===== src/rtl/core/magl_pkg.sv =====
`timescale 1ns / 1ps
`default_nettype none
// ----------------------------------------------------------------------------
// magl_pkg: shared definitions for the mono antiphase gearbox lowpass
// Widths, fixed-point formats, register map and sequencer state codes.
// ----------------------------------------------------------------------------
package magl_pkg;

  // Sample and state formats.
  localparam int SAMPLE_BITS     = 24;
  localparam int STATE_FRAC_BITS = 8;
  localparam int STATE_BITS      = 32;
  localparam int SUM_BITS        = SAMPLE_BITS + 1;
  localparam int MONO_BITS       = SUM_BITS + STATE_FRAC_BITS + 1;
  localparam int ROUND_HALF      = (1 << STATE_FRAC_BITS) >> 1;

  // Q16 coefficients.
  localparam int COEF_BITS   = 17;
  localparam int WEIGHT_BITS = 16;
  localparam logic [COEF_BITS-1:0] COEF_ONE    = 17'h10000;
  localparam logic [WEIGHT_BITS-1:0] CHASE_RESET = 16'd15007;
  localparam int Q16_ROUND = 32768;

  // Shared multiplier: signed 33 x 18.
  localparam int MUL_A_BITS = STATE_BITS + 1;
  localparam int MUL_B_BITS = COEF_BITS + 1;
  localparam int PROD_BITS  = MUL_A_BITS + MUL_B_BITS;
  localparam int ACC_BITS   = PROD_BITS + 1;

  // Pole bank.
  localparam int NUM_POLES = 6;
  localparam int POLE_IDX_BITS = 3;
  localparam int NUM_STEPS = 3;
  localparam int STEP_BITS = 2;
  localparam int PHASE_BITS = 3;
  localparam logic [PHASE_BITS-1:0] PHASE_LAST = 3'd5;

  // Register map.
  localparam int PADDR_BITS = 3;
  localparam int DATA_BITS  = 32;
  localparam logic REG_TARGET = 1'b0;
  localparam logic REG_CHASE  = 1'b1;

  // Sequencer states.
  typedef enum logic [7:0] {
    S_IDLE  = 8'b00000001,
    S_GMUL0 = 8'b00000010,
    S_GMUL1 = 8'b00000100,
    S_GACC  = 8'b00001000,
    S_PMUL0 = 8'b00010000,
    S_PMUL1 = 8'b00100000,
    S_PACC  = 8'b01000000,
    S_OUT   = 8'b10000000
  } state_e;

endpackage
`default_nettype wire


===== src/rtl/core/mono_antiphase_gearbox_lowpass_core.sv =====
`timescale 1ns / 1ps
`default_nettype none
// ----------------------------------------------------------------------------
// mono_antiphase_gearbox_lowpass_core
// Stereo to mono mix, gliding coefficient, geared three-pole lowpass cascade,
// antiphase stereo output.
// ----------------------------------------------------------------------------
// Each input transaction is averaged to mono and run through three of six
// one-pole lowpass states chosen by a six-step phase counter, after the Q16
// coefficient has glided one step toward its target. All eight products go
// through one shared signed 33x18 multiplier under a small sequencer: the
// glide runs through the states GMUL0, GMUL1 and GACC and each pole through
// PMUL0, PMUL1 and PACC; the result then goes through the OUT state into the
// output register, where OUT waits while that register holds an unaccepted
// result, and the sequencer returns to idle to take the next input. The output
// register holds one result, so the next sample is accepted while the previous result still waits.
module mono_antiphase_gearbox_lowpass_core (
  input  wire logic        clk_i,
  input  wire logic        rst_ni,
  // Input stream
  input  wire logic        s_axis_tvalid,
  output logic             s_axis_tready,
  input  wire logic [47:0] s_axis_tdata,   // [23:0] left_sample, [47:24] right_sample
  // Output stream
  output logic             m_axis_tvalid,
  input  wire logic        m_axis_tready,
  output logic [47:0]      m_axis_tdata,   // [23:0] left_out, [47:24] right_out
  // Configuration
  input  wire logic                            psel,
  input  wire logic                            penable,
  input  wire logic                            pwrite,
  input  wire logic [magl_pkg::PADDR_BITS-1:0] paddr,
  input  wire logic [magl_pkg::DATA_BITS-1:0]  pwdata,
  output logic      [magl_pkg::DATA_BITS-1:0]  prdata,
  output logic                                 pready
);

  localparam int SB = magl_pkg::SAMPLE_BITS;
  localparam int ST = magl_pkg::STATE_BITS;

  // Configuration registers.
  logic [magl_pkg::COEF_BITS-1:0]   target_q;
  logic [magl_pkg::WEIGHT_BITS-1:0] chase_q;
  logic                             cfg_wr;
  logic [magl_pkg::COEF_BITS-1:0]   target_wr;

  assign pready = 1'b1;
  assign cfg_wr = psel && penable && pwrite && pready;
  assign target_wr = (pwdata[magl_pkg::COEF_BITS-1:0] > magl_pkg::COEF_ONE) ?
                     magl_pkg::COEF_ONE : pwdata[magl_pkg::COEF_BITS-1:0];

  always_ff @(posedge clk_i or negedge rst_ni) begin
    if (!rst_ni) begin
      target_q <= magl_pkg::COEF_ONE;
      chase_q  <= magl_pkg::CHASE_RESET;
    end else if (cfg_wr) begin
      case (paddr[2])
        magl_pkg::REG_TARGET: target_q <= target_wr;
        magl_pkg::REG_CHASE:  chase_q  <= pwdata[magl_pkg::WEIGHT_BITS-1:0];
        default: ;
      endcase
    end
  end

  always_comb begin
    case (paddr[2])
      magl_pkg::REG_TARGET: prdata = magl_pkg::DATA_BITS'(target_q);
      magl_pkg::REG_CHASE:  prdata = magl_pkg::DATA_BITS'(chase_q);
      default:              prdata = '0;
    endcase
  end

  // Sequencer and datapath state.
  magl_pkg::state_e state_q, state_d;
  logic [magl_pkg::COEF_BITS-1:0]     coef_q;
  logic [magl_pkg::PHASE_BITS-1:0]    phase_q;
  logic [magl_pkg::STEP_BITS-1:0]     step_q;
  logic signed [ST-1:0]               pole_q [magl_pkg::NUM_POLES];
  logic signed [ST-1:0]               x_q;
  logic signed [magl_pkg::PROD_BITS-1:0] prod_q;
  logic signed [magl_pkg::ACC_BITS-1:0]  acc_q;
  logic                               out_valid_q;
  logic [47:0]                        out_data_q;

  // Input mix: (left + right) in state format, halved with rounding.
  logic signed [SB-1:0]                     left_in, right_in;
  logic signed [magl_pkg::SUM_BITS-1:0]     mix_sum;
  logic signed [magl_pkg::MONO_BITS-1:0]    mono_wide;
  logic signed [ST-1:0]                     mono_sat;
  logic                                     in_fire;

  assign left_in  = s_axis_tdata[SB-1:0];
  assign right_in = s_axis_tdata[2*SB-1:SB];
  assign mix_sum  = magl_pkg::SUM_BITS'(left_in) + magl_pkg::SUM_BITS'(right_in);
  assign mono_wide = ((magl_pkg::MONO_BITS'(mix_sum) <<< magl_pkg::STATE_FRAC_BITS)
                     + magl_pkg::MONO_BITS'(1)) >>> 1;

  function automatic logic signed [ST-1:0] sat_state(
    input logic signed [magl_pkg::ACC_BITS-1:0] v
  );
    logic signed [magl_pkg::ACC_BITS-1:0] hi, lo;
    hi = magl_pkg::ACC_BITS'({1'b0, {(ST-1){1'b1}}});
    lo = -hi - magl_pkg::ACC_BITS'(1);
    if (v > hi) begin
      return hi[ST-1:0];
    end else if (v < lo) begin
      return lo[ST-1:0];
    end
    return v[ST-1:0];
  endfunction

  assign mono_sat = sat_state(magl_pkg::ACC_BITS'(mono_wide));

  assign s_axis_tready = (state_q == magl_pkg::S_IDLE);
  assign in_fire = s_axis_tvalid && s_axis_tready;

  // Pole selection for the current cascade step.
  logic [magl_pkg::POLE_IDX_BITS-1:0] pole_idx;
  always_comb begin
    case (step_q)
      2'd0:    pole_idx = 3'd0;
      2'd1:    pole_idx = phase_q[0] ? 3'd2 : 3'd1;
      default: begin
        case (phase_q)
          3'd0, 3'd3: pole_idx = 3'd3;
          3'd1, 3'd4: pole_idx = 3'd4;
          default:    pole_idx = 3'd5;
        endcase
      end
    endcase
  end

  // Shared multiplier operand selection.
  logic signed [magl_pkg::MUL_A_BITS-1:0] mul_a;
  logic signed [magl_pkg::MUL_B_BITS-1:0] mul_b;
  logic [magl_pkg::COEF_BITS-1:0] keep_coef;
  logic [magl_pkg::COEF_BITS-1:0] keep_weight;

  assign keep_coef   = magl_pkg::COEF_ONE - coef_q;
  assign keep_weight = magl_pkg::COEF_ONE - magl_pkg::COEF_BITS'(chase_q);

  always_comb begin
    case (state_q)
      magl_pkg::S_GMUL0: begin
        mul_a = magl_pkg::MUL_A_BITS'(coef_q);
        mul_b = magl_pkg::MUL_B_BITS'(chase_q);
      end
      magl_pkg::S_GMUL1: begin
        mul_a = magl_pkg::MUL_A_BITS'(target_q);
        mul_b = magl_pkg::MUL_B_BITS'(keep_weight);
      end
      magl_pkg::S_PMUL0: begin
        mul_a = magl_pkg::MUL_A_BITS'(pole_q[pole_idx]);
        mul_b = magl_pkg::MUL_B_BITS'(keep_coef);
      end
      magl_pkg::S_PMUL1: begin
        mul_a = magl_pkg::MUL_A_BITS'(x_q);
        mul_b = magl_pkg::MUL_B_BITS'(coef_q);
      end
      default: begin
        mul_a = '0;
        mul_b = '0;
      end
    endcase
  end

  // Second product is summed with the rounded first one, then scaled by 2^-16.
  logic signed [magl_pkg::ACC_BITS-1:0] acc_sum;
  logic signed [magl_pkg::ACC_BITS-1:0] acc_scaled;
  logic [magl_pkg::COEF_BITS-1:0]       coef_new;
  logic signed [ST-1:0]                 pole_new;

  assign acc_sum    = acc_q + magl_pkg::ACC_BITS'(prod_q);
  assign acc_scaled = acc_sum >>> 16;
  assign coef_new   = (acc_scaled > magl_pkg::ACC_BITS'(magl_pkg::COEF_ONE)) ?
                      magl_pkg::COEF_ONE : acc_scaled[magl_pkg::COEF_BITS-1:0];
  assign pole_new   = sat_state(acc_scaled);

  // Output conversion: round state to sample format, saturate, negate.
  logic signed [ST:0]   out_round;
  logic signed [ST:0]   out_hi, out_lo;
  logic signed [SB-1:0] y_sat;
  logic signed [SB-1:0] y_neg;

  assign out_round = (ST+1)'(x_q) + (ST+1)'(magl_pkg::ROUND_HALF);
  assign out_hi    = (ST+1)'((out_round >>> magl_pkg::STATE_FRAC_BITS));
  assign out_lo    = (ST+1)'({1'b0, {(SB-1){1'b1}}});
  always_comb begin
    if (out_hi > out_lo) begin
      y_sat = out_lo[SB-1:0];
    end else if (out_hi < -out_lo - (ST+1)'(1)) begin
      y_sat = {1'b1, {(SB-1){1'b0}}};
    end else begin
      y_sat = out_hi[SB-1:0];
    end
    if (y_sat == {1'b1, {(SB-1){1'b0}}}) begin
      y_neg = {1'b0, {(SB-1){1'b1}}};
    end else begin
      y_neg = -y_sat;
    end
  end

  // Next state.
  always_comb begin
    state_d = state_q;
    case (state_q)
      magl_pkg::S_IDLE:  if (in_fire) state_d = magl_pkg::S_GMUL0;
      magl_pkg::S_GMUL0: state_d = magl_pkg::S_GMUL1;
      magl_pkg::S_GMUL1: state_d = magl_pkg::S_GACC;
      magl_pkg::S_GACC:  state_d = magl_pkg::S_PMUL0;
      magl_pkg::S_PMUL0: state_d = magl_pkg::S_PMUL1;
      magl_pkg::S_PMUL1: state_d = magl_pkg::S_PACC;
      magl_pkg::S_PACC: begin
        if (step_q == magl_pkg::STEP_BITS'(magl_pkg::NUM_STEPS - 1)) begin
          state_d = magl_pkg::S_OUT;
        end else begin
          state_d = magl_pkg::S_PMUL0;
        end
      end
      magl_pkg::S_OUT: if (!out_valid_q || m_axis_tready) state_d = magl_pkg::S_IDLE;
      default: state_d = magl_pkg::S_IDLE;
    endcase
  end

  always_ff @(posedge clk_i or negedge rst_ni) begin
    if (!rst_ni) begin
      state_q     <= magl_pkg::S_IDLE;
      coef_q      <= magl_pkg::COEF_ONE;
      phase_q     <= '0;
      step_q      <= '0;
      out_valid_q <= 1'b0;
      for (int i = 0; i < magl_pkg::NUM_POLES; i++) begin
        pole_q[i] <= '0;
      end
    end else begin
      state_q <= state_d;
      // A new result may replace one that leaves in the same cycle.
      if (state_q == magl_pkg::S_OUT && (!out_valid_q || m_axis_tready)) begin
        out_valid_q <= 1'b1;
      end else if (m_axis_tvalid && m_axis_tready) begin
        out_valid_q <= 1'b0;
      end
      case (state_q)
        magl_pkg::S_IDLE: begin
          if (in_fire) begin
            phase_q <= (phase_q >= magl_pkg::PHASE_LAST) ? '0 : phase_q + 1'b1;
            step_q  <= '0;
          end
        end
        magl_pkg::S_GACC: coef_q <= coef_new;
        magl_pkg::S_PACC: begin
          pole_q[pole_idx] <= pole_new;
          if (step_q == magl_pkg::STEP_BITS'(magl_pkg::NUM_STEPS - 1)) begin
            step_q <= '0;
          end else begin
            step_q <= step_q + 1'b1;
          end
        end
        default: ;
      endcase
    end
  end

  // Datapath registers without reset.
  always_ff @(posedge clk_i) begin
    prod_q <= mul_a * mul_b;
    case (state_q)
      magl_pkg::S_IDLE: if (in_fire) x_q <= mono_sat;
      magl_pkg::S_GMUL1, magl_pkg::S_PMUL1: begin
        acc_q <= magl_pkg::ACC_BITS'(prod_q) + magl_pkg::ACC_BITS'(magl_pkg::Q16_ROUND);
      end
      magl_pkg::S_PACC: x_q <= pole_new;
      magl_pkg::S_OUT: begin
        if (!out_valid_q || m_axis_tready) begin
          out_data_q <= {y_sat, y_neg};
        end
      end
      default: ;
    endcase
  end

  assign m_axis_tvalid = out_valid_q;
  assign m_axis_tdata  = out_data_q;

  // Assertions.
  a_coef_bound : assert property (@(posedge clk_i) disable iff (!rst_ni)
    coef_q <= magl_pkg::COEF_ONE)
    else $error("coefficient above one");

  a_target_bound : assert property (@(posedge clk_i) disable iff (!rst_ni)
    target_q <= magl_pkg::COEF_ONE)
    else $error("target coefficient above one");

  a_start : assert property (@(posedge clk_i) disable iff (!rst_ni)
    in_fire |=> state_q == magl_pkg::S_GMUL0)
    else $error("accepted sample did not start the glide");

  a_step_range : assert property (@(posedge clk_i) disable iff (!rst_ni)
    step_q < magl_pkg::STEP_BITS'(magl_pkg::NUM_STEPS))
    else $error("cascade step out of range");

  a_out_source : assert property (@(posedge clk_i) disable iff (!rst_ni)
    $rose(out_valid_q) |-> $past(state_q == magl_pkg::S_OUT))
    else $error("result appeared outside the output state");

endmodule
`default_nettype wire

===== config.mk =====
export PLATFORM = sky130hd
export DESIGN_NAME = mono_antiphase_gearbox_lowpass_core
export DESIGN_NICKNAME = d
export VERILOG_FILES = /design/src/rtl/core/magl_pkg.sv /design/src/rtl/core/mono_antiphase_gearbox_lowpass_core.sv
export SDC_FILE = /design/constraint.sdc
export NUM_CORES = 2
export LEC_CHECK = 0
export ABC_AREA = 0
export BUFFER_PORTS_ARGS = -buffer_cell sky130_fd_sc_hd__buf_4
export CORE_AREA = 5 5 257 309
export DETAILED_ROUTE_END_ITERATION = 10
export DIE_AREA = 0 0 262 314
export PLACE_DENSITY = 0.78
export SLEW_MARGIN = 20
export SYNTH_ARGS = -nofsm -noshare
export SYNTH_HDL_FRONTEND = slang
export SYNTH_SLANG_ARGS = --single-unit
export TNS_END_PERCENT = 50

===== constraint.sdc =====
create_clock -name clk_i -period 9.6 [get_ports clk_i]
set_input_delay 1.44 -clock clk_i [delete_from_list [all_inputs] [get_ports clk_i]]
set_output_delay 1.44 -clock clk_i [all_outputs]
set_load 0.1 [all_outputs]

Yosys cells after proc, flatten, opt, wreduce, memory -nomap -nowiden
Index checks and enable logic that the tools add are counted.
{"block": "word_totals", "register_bits": 439, "latchBits": 0, "ram_bits": 0, "rom_bits": 0, "input_bits": 90, "output_inout_bits": 83, "wordCells": 117, "n_memories": 0}
{"block": "op_classes", "add_sub_neg": 10, "mul": 1, "div_mod_pow": 0, "order_cmp": 11, "eq_ne": 16, "shift": 0, "muxes": 38, "bitwise": 2, "reduce_logical": 21}
{"operator": "2-to-1 mux 32 bit", "n": 10}
{"operator": "bitwise mux 192 bit", "n": 1}
{"operator": "case mux 33 bit (4 select lines)", "n": 1}
{"operator": "case mux 32 bit (2 select lines)", "n": 2}
{"operator": "binary-select mux 32 bit (select 3 bit)", "n": 1}
{"operator": "demux 32 bit (select 3 bit)", "n": 1}
{"operator": "case mux 17 bit (4 select lines)", "n": 1}
{"operator": "case mux 8 bit (8 select lines)", "n": 1}
{"operator": "adder 51 x 17 -> 52 bit (second input constant)", "n": 1}
{"operator": "adder 52 x 51 -> 52 bit", "n": 1}
{"operator": "> comparator 52 x 17 -> 1 bit (second input constant)", "n": 1}
{"operator": "multiplier 33 x 18 -> 51 bit", "n": 1}
{"operator": "2-to-1 mux 24 bit", "n": 2}
{"operator": "> comparator 36 x 32 -> 1 bit (second input constant)", "n": 1}
{"operator": "< comparator 36 x 32 -> 1 bit (second input constant)", "n": 1}
{"operator": "adder 33 x 2 -> 34 bit (second input constant)", "n": 1}
{"operator": "2-to-1 mux 17 bit", "n": 2}
{"operator": "adder 32 x 9 -> 33 bit (second input constant)", "n": 1}
{"operator": "> comparator 33 x 32 -> 1 bit (second input constant)", "n": 1}
{"operator": "< comparator 33 x 32 -> 1 bit (second input constant)", "n": 1}
{"operator": "adder 24 x 24 -> 25 bit", "n": 1}
{"operator": "> comparator 25 x 24 -> 1 bit (second input constant)", "n": 1}
{"operator": "< comparator 25 x 24 -> 1 bit (second input constant)", "n": 1}
{"operator": "== test 24 bit (second input constant)", "n": 1}
{"operator": "39 further kinds", "n": 63}

Depth between registers and ports, before layout
{"block": "depth", "ltp_word": 10, "depth_mapped": 39, "depth_no_buf": 35}

Worst setup path before layout
Ideal clock, no wire load.
{"block": "synth_timing", "kind": "register to register", "startpoint": "reg state_q[1]", "endpoint": "reg prod_q[46] (netlist name)", "setup_time_ns": 0.122, "arrival_time_ns": 9.546, "required_time_ns": 9.478, "path_slack_ns": -0.068, "path_stages_with_launch": 36, "n_path_buf": 6, "synth_period_minus_slack_ns": 9.668, "cell_sequence": "dfrtp_1 > nor4_1 > nand4b_1 > inv_1 > clkbuf_1 > buf_1 > clkbuf_1 > mux2i_1 > ha_1 > nand3_1 > nor4_2 > xor2_1 > o22ai_1 > a221o_1 > clkbuf_1 > clkbuf_1 > nand2_1 > fa_1 > inv_1 > fa_1 > fa_1 > fa_1 > fa_1 > inv_1 > fa_1 > inv_1 > ha_1 > clkbuf_1 > and3_1 > nand4_1 > o311ai_0 > o2111a_1 > nor2_1 > o311a_1 > a221o_1 > o311a_1"}
{"block": "synth_between", "elab_chain_cells": 3, "elab_cells_between_ends": 7, "cone_classes": "1 x mul; 4 x eq/ne; 2 x mux"}
{"element": "start: declaration", "line_no": "mono_antiphase_gearbox_lowpass_core.sv:74", "text": "magl_pkg::state_e state_q, state_d;"}
{"element": "start signal: assignment", "line_no": "mono_antiphase_gearbox_lowpass_core.sv:227", "text": "state_q <= magl_pkg::S_IDLE;"}
{"element": "start signal: assignment", "line_no": "mono_antiphase_gearbox_lowpass_core.sv:236", "text": "state_q <= state_d;"}
{"element": "== test 8 x 6 -> 1 bit, or another cell as far along", "line_no": "mono_antiphase_gearbox_lowpass_core.sv:143", "text": "case (state_q)"}
{"element": "case mux 33 bit (4 select lines) or case mux 17 bit (4 select lines) (tied branches)", "line_no": "mono_antiphase_gearbox_lowpass_core.sv:143"}
{"element": "multiplier 33 x 18 -> 51 bit *", "line_no": "mono_antiphase_gearbox_lowpass_core.sv:266", "text": "prod_q <= mul_a * mul_b;"}
{"element": "end signal: assignment", "line_no": "mono_antiphase_gearbox_lowpass_core.sv:266"}
{"element": "end: declaration", "line_no": "mono_antiphase_gearbox_lowpass_core.sv:80", "text": "logic signed [magl_pkg::PROD_BITS-1:0] prod_q;"}
Mark *: on every way between the ends. The rest lies on a longest branch, timed or not.
A chain may end at the register's enable or synchronous reset.

Worst setup path after layout
{"block": "layout_timing", "startpoint": "reg state_q[0]", "endpoint": "reg prod_q[46] (netlist name)"}
The elaborated chain is that of the path after synthesis.

==> metrics.md <==
| Metric | Value |
|---|---|
| Worst-skew pair later-pin latency | between 500 and 600 ps |
| Post-Synthesis Cells | 4901 |
| Cell Pwr Density | roughly 100 nW/µm² |
| Longest Clk Path Bufs | 3 |
| TritonCTS buffer count | 41 |
| Main synth FF type | sky130_fd_sc_hd__dfrtp_1 |
| Final Total Pwr | 4.975 mW |
| Share of synthesized area spent on multiplexers | 1.462% |
| Worst setup path start | state_q[0] |
| Post-synthesis async set-or-reset flop share | 58.31% |
| Number of synthesized flops with an enable pin | 132 |
| Global-route wire length before repair | 195.2 mm |
| Crit. End Element | flop |
| Most numerous cell in the Yosys netlist | sky130_fd_sc_hd__nand2_1 |
| Total via count after detailed routing | 36112 |
| Final setup violation count | 0 |
| Clock Pin Slew Worst Setup and Hold Paths | 70 ps |
| Most area-consuming cells after synthesis | sky130_fd_sc_hd__fa_1 24%, sky130_fd_sc_hd__dfrtp_1 14%, sky130_fd_sc_hd__edfxtp_1 9.1% |
| Synthesized-area fraction occupied by and/or/nand/nor cells | 16.77% |
| DRC viols | 0 |
| Count of synthesis-stage warnings from yosys | 0 |
| Most instantiated cells after synthesis | 807 x sky130_fd_sc_hd__nand2_1, 683 x sky130_fd_sc_hd__inv_1, 526 x sky130_fd_sc_hd__fa_1 |
| Row cnt | 111 |
| Final-layout fill cell count | 6283 |
| Vertical die dimension | 314 µm |
| Fraction of synthesized cell area in xor and xnor cells | 3.600% |
| Final antenna-violating net count | 0 |
| End of the worst register-to-register path | prod_q[46] |
| Post-placement worst setup slack | -184.2 ps |
| Max Clk Rate | 107.3 MHz |
| H-tree level count | 2 |
| Critical Path Most Common Cell | sky130_fd_sc_hd__fa_1 |
| Area fraction in compound gates after synthesis | between 10% and 20% |
| Peak per-stage delay on the critical path | around 540 ps |
| Wire length after detailed routing | 122.9 mm |
| CTS Root Cell | sky130_fd_sc_hd__clkbuf_16 |
| Slew HR | between 30% and 40% |
| Peak ir drop on the vdd network | 0.1267 mV |
| Starting density of the core | 57.32% |
| 1st-iter DRT viols | 3351 |
| I/O Pins | between 150 and 200 |
| Class of the worst hold path | flop to flop |
| Family with the most delay on the worst path | adder cells |
| Final Wtd Congestion | between 0.9 and 1 |
| Cell leakage power | 22.87 nW |
| Post-Route Setup TNS | 0 ps |
| Actual slew at the worst max-slew pin | about 1000 ps |
| Core area | approximately 76000 µm² |
| Adder-cell area share of the yosys netlist | 29.96% |
| Width of the die | 262 µm |
| Initial antenna violation count | 0 |
| Synthesized area | 43550 µm² |
| TritonCTS clock tree | done |
| Portion of synthesized cell area occupied by the leading cell type | approximately 24% |
| Final Worst Setup Slack | 284.4 ps |
| Slowest CP cell | sky130_fd_sc_hd__fa_1 |
| Crit path arrival time | 9750 ps |
| Via density | ~6 |
| Drt pass-1 iters | 6 |
| Average wire length per cell after detail routing | a little over 20 µm |
| Number of distinct standard cells referenced by the synthesized netlist | 97 |
| Vias in the first global route | 36491 |
| Layout cells sized above 1 | 9.601% |
| Count of buffers inserted at the top-level ports | 139 |
| Clk_skew | about 29 ps |
| Portion of the post-synthesis area used by sequential elements | 26.20% |
| Critical path peak fanout | 6 |
| Overall routing resource usage | 29.73% |
| Launching point of the worst reg2reg path | state_q[0] |
| Final Util | between 60% and 70% |
| Combinational family with the most area after synthesis | adder cells |
| Period utilization | a little over nine tenths |
| Final Max Slew Viols | 0 |
| Logic depth of the worst register-to-register path | 34 |
| Flop and latch count out of synthesis | 439 |
| R2r setup slk | between 200 and 300 ps |
| Final critical path time including I/O delays and setup | 9316 ps |
| Kind of launch point of the worst setup path | flop |
| Cell accounting for the most synthesized area | sky130_fd_sc_hd__fa_1 |
| Final hold violations | 0 |
| Count of clock tree sinks | ~440 |
| CP Buf/Inv Count | 8 |
| Worst setup path end | prod_q[46] |
| Area growth syn-to-layout | 9.364% |
| Global-route congestion overflow total | 0 |
| Max capacitance violation total | 0 |
| Avg Synthesized Cell Area | between 8 and 9 µm² |
| Largest net degree at the start of global routing | approximately 120 |
| Worst endpoint required time | 10040 ps |
| Antenna Cells | 0 |
| Net count, final | 5795 |
| Result of the run | completed |
| WP depth | 34 |
| Placed wire-length estimate | roughly 95 mm |
| Category of the critical setup timing path | flop to flop |
| Full die area | 82270 µm² |
## cells by family (layout without fill, tap and decap cells)
group / after synthesis / after routing
DFF: 439 / 439
muxes: 59 / 59
adders and majority gates: 727 / 727
other: 2 / 16
xor gates and xnor gates: 179 / 179
AOI/OAI and AO/OA: 899 / 899
buffers and inverters: 945 / 1040
and+or+nand+nor: 1651 / 1651
## power breakdown
part | switching (mW) | internal [mW] | leakage [nW]
clock network | 0.728 | 0.969 | 0.663
registers | 0.144 | 2.05 | 5.16
logic | 0.740 | 0.339 | 17.0
total | 1.61 | 3.36 | 22.9
## through the flow
stage | instance area [µm²] | std cells | hold WS (ps)
after floorplan | 43600 | 4915 | 414.8
after global placement | 46100 | 5946 | 420.5
after detailed placement | 46130 | 5947 | 429.1
after CTS | 47500 | 6022 | 442.2
after global routing | 47620 | 6027 | 465.2
final | 47620 | 6027 | 440.4
## worst register-to-register path, delay by kind of cell, from the launching register on
kind                       cells  cell delay, ps
DFF                            1             400
AOI/OAI and AO/OA              6            1790
adders and majority gates      8            3560
and+or+nand+nor               10            1950
xor gates and xnor gates       1             200
buffers and inverters          8            1090
muxes                          1             190
## worst min-delay path by stage
stage / endpoint / from / cells after the start / slack, ps
detailed placement: acc_q[11] / prod_q[11] / 0 / 430
finish: acc_q[3] / prod_q[3] / 0 / 440
global route: acc_q[10] / prod_q[10] / 0 / 470
CTS: acc_q[3] / prod_q[3] / 0 / 440
global placement: acc_q[2] / prod_q[2] / 0 / 420
floorplan: acc_q[10] / prod_q[10] / 0 / 410
## state kept, by name, indices dropped and copies added, names as in the netlist
signal	cells
pole_q	192
acc_q	52
prod_q	51
m_axis_tdata	48
x_q	32
coef_q	17
target_q	17
chase_q	16
state_q	8
phase_q	3
step_q	2
m_axis_tvalid	1
## cell type report
cell class	count	area (µm²)	share of cell area (%)
Clock buffer	53	1131	2.375
Clock inverter	22	245.2	0.5149
Inverter	685	2571	5.399
Multi-Input combinational cell	3531	28780	60.44
Sequential cell	439	11410	23.95
Tap cell	1017	1272	2.672
Timing Repair Buffer	280	2213	4.648
## metal layers
layer | part of all wire, % | wire, µm | global-route usage (%) | vias up
met3 | 9.7 | 11970 | 5.487 | 400
met1 | 37 | 46000 | 38.23 | 17712
li1 | - | - | - | 16252
met5 | 0 | 0 | 0 | -
met2 | 47 | 57780 | 49.11 | 1748
met4 | 5.8 | 7112 | 13.73 | 0
## timing repair
action | 4_1_cts | 5_1_grt
setup endpoints to repair | 11 | 15
pin swaps | 0 | 4
gates resized for setup | 2 | 17
buffers inserted | 0 | 5
hold buffers | 0 | 0
## layout by cell type (no fill, tap or decap), types with 116 or more instances in the layout
| cell | instances |
|---|---|
| sky130_fd_sc_hd__nand3_1 | 118 |
| sky130_fd_sc_hd__nor2_1 | 365 |
| sky130_fd_sc_hd__fa_1 | 525 |
| sky130_fd_sc_hd__edfxtp_1 | 132 |
| sky130_fd_sc_hd__xnor2_1 | 116 |
| sky130_fd_sc_hd__inv_1 | 681 |
| sky130_fd_sc_hd__ha_1 | 201 |
| sky130_fd_sc_hd__a21oi_1 | 242 |
| sky130_fd_sc_hd__nand2_1 | 806 |
| sky130_fd_sc_hd__buf_4 | 270 |
| sky130_fd_sc_hd__o21ai_1 | 135 |
| sky130_fd_sc_hd__dfrtp_1 | 243 |
(Power assumes the default switching activity.)
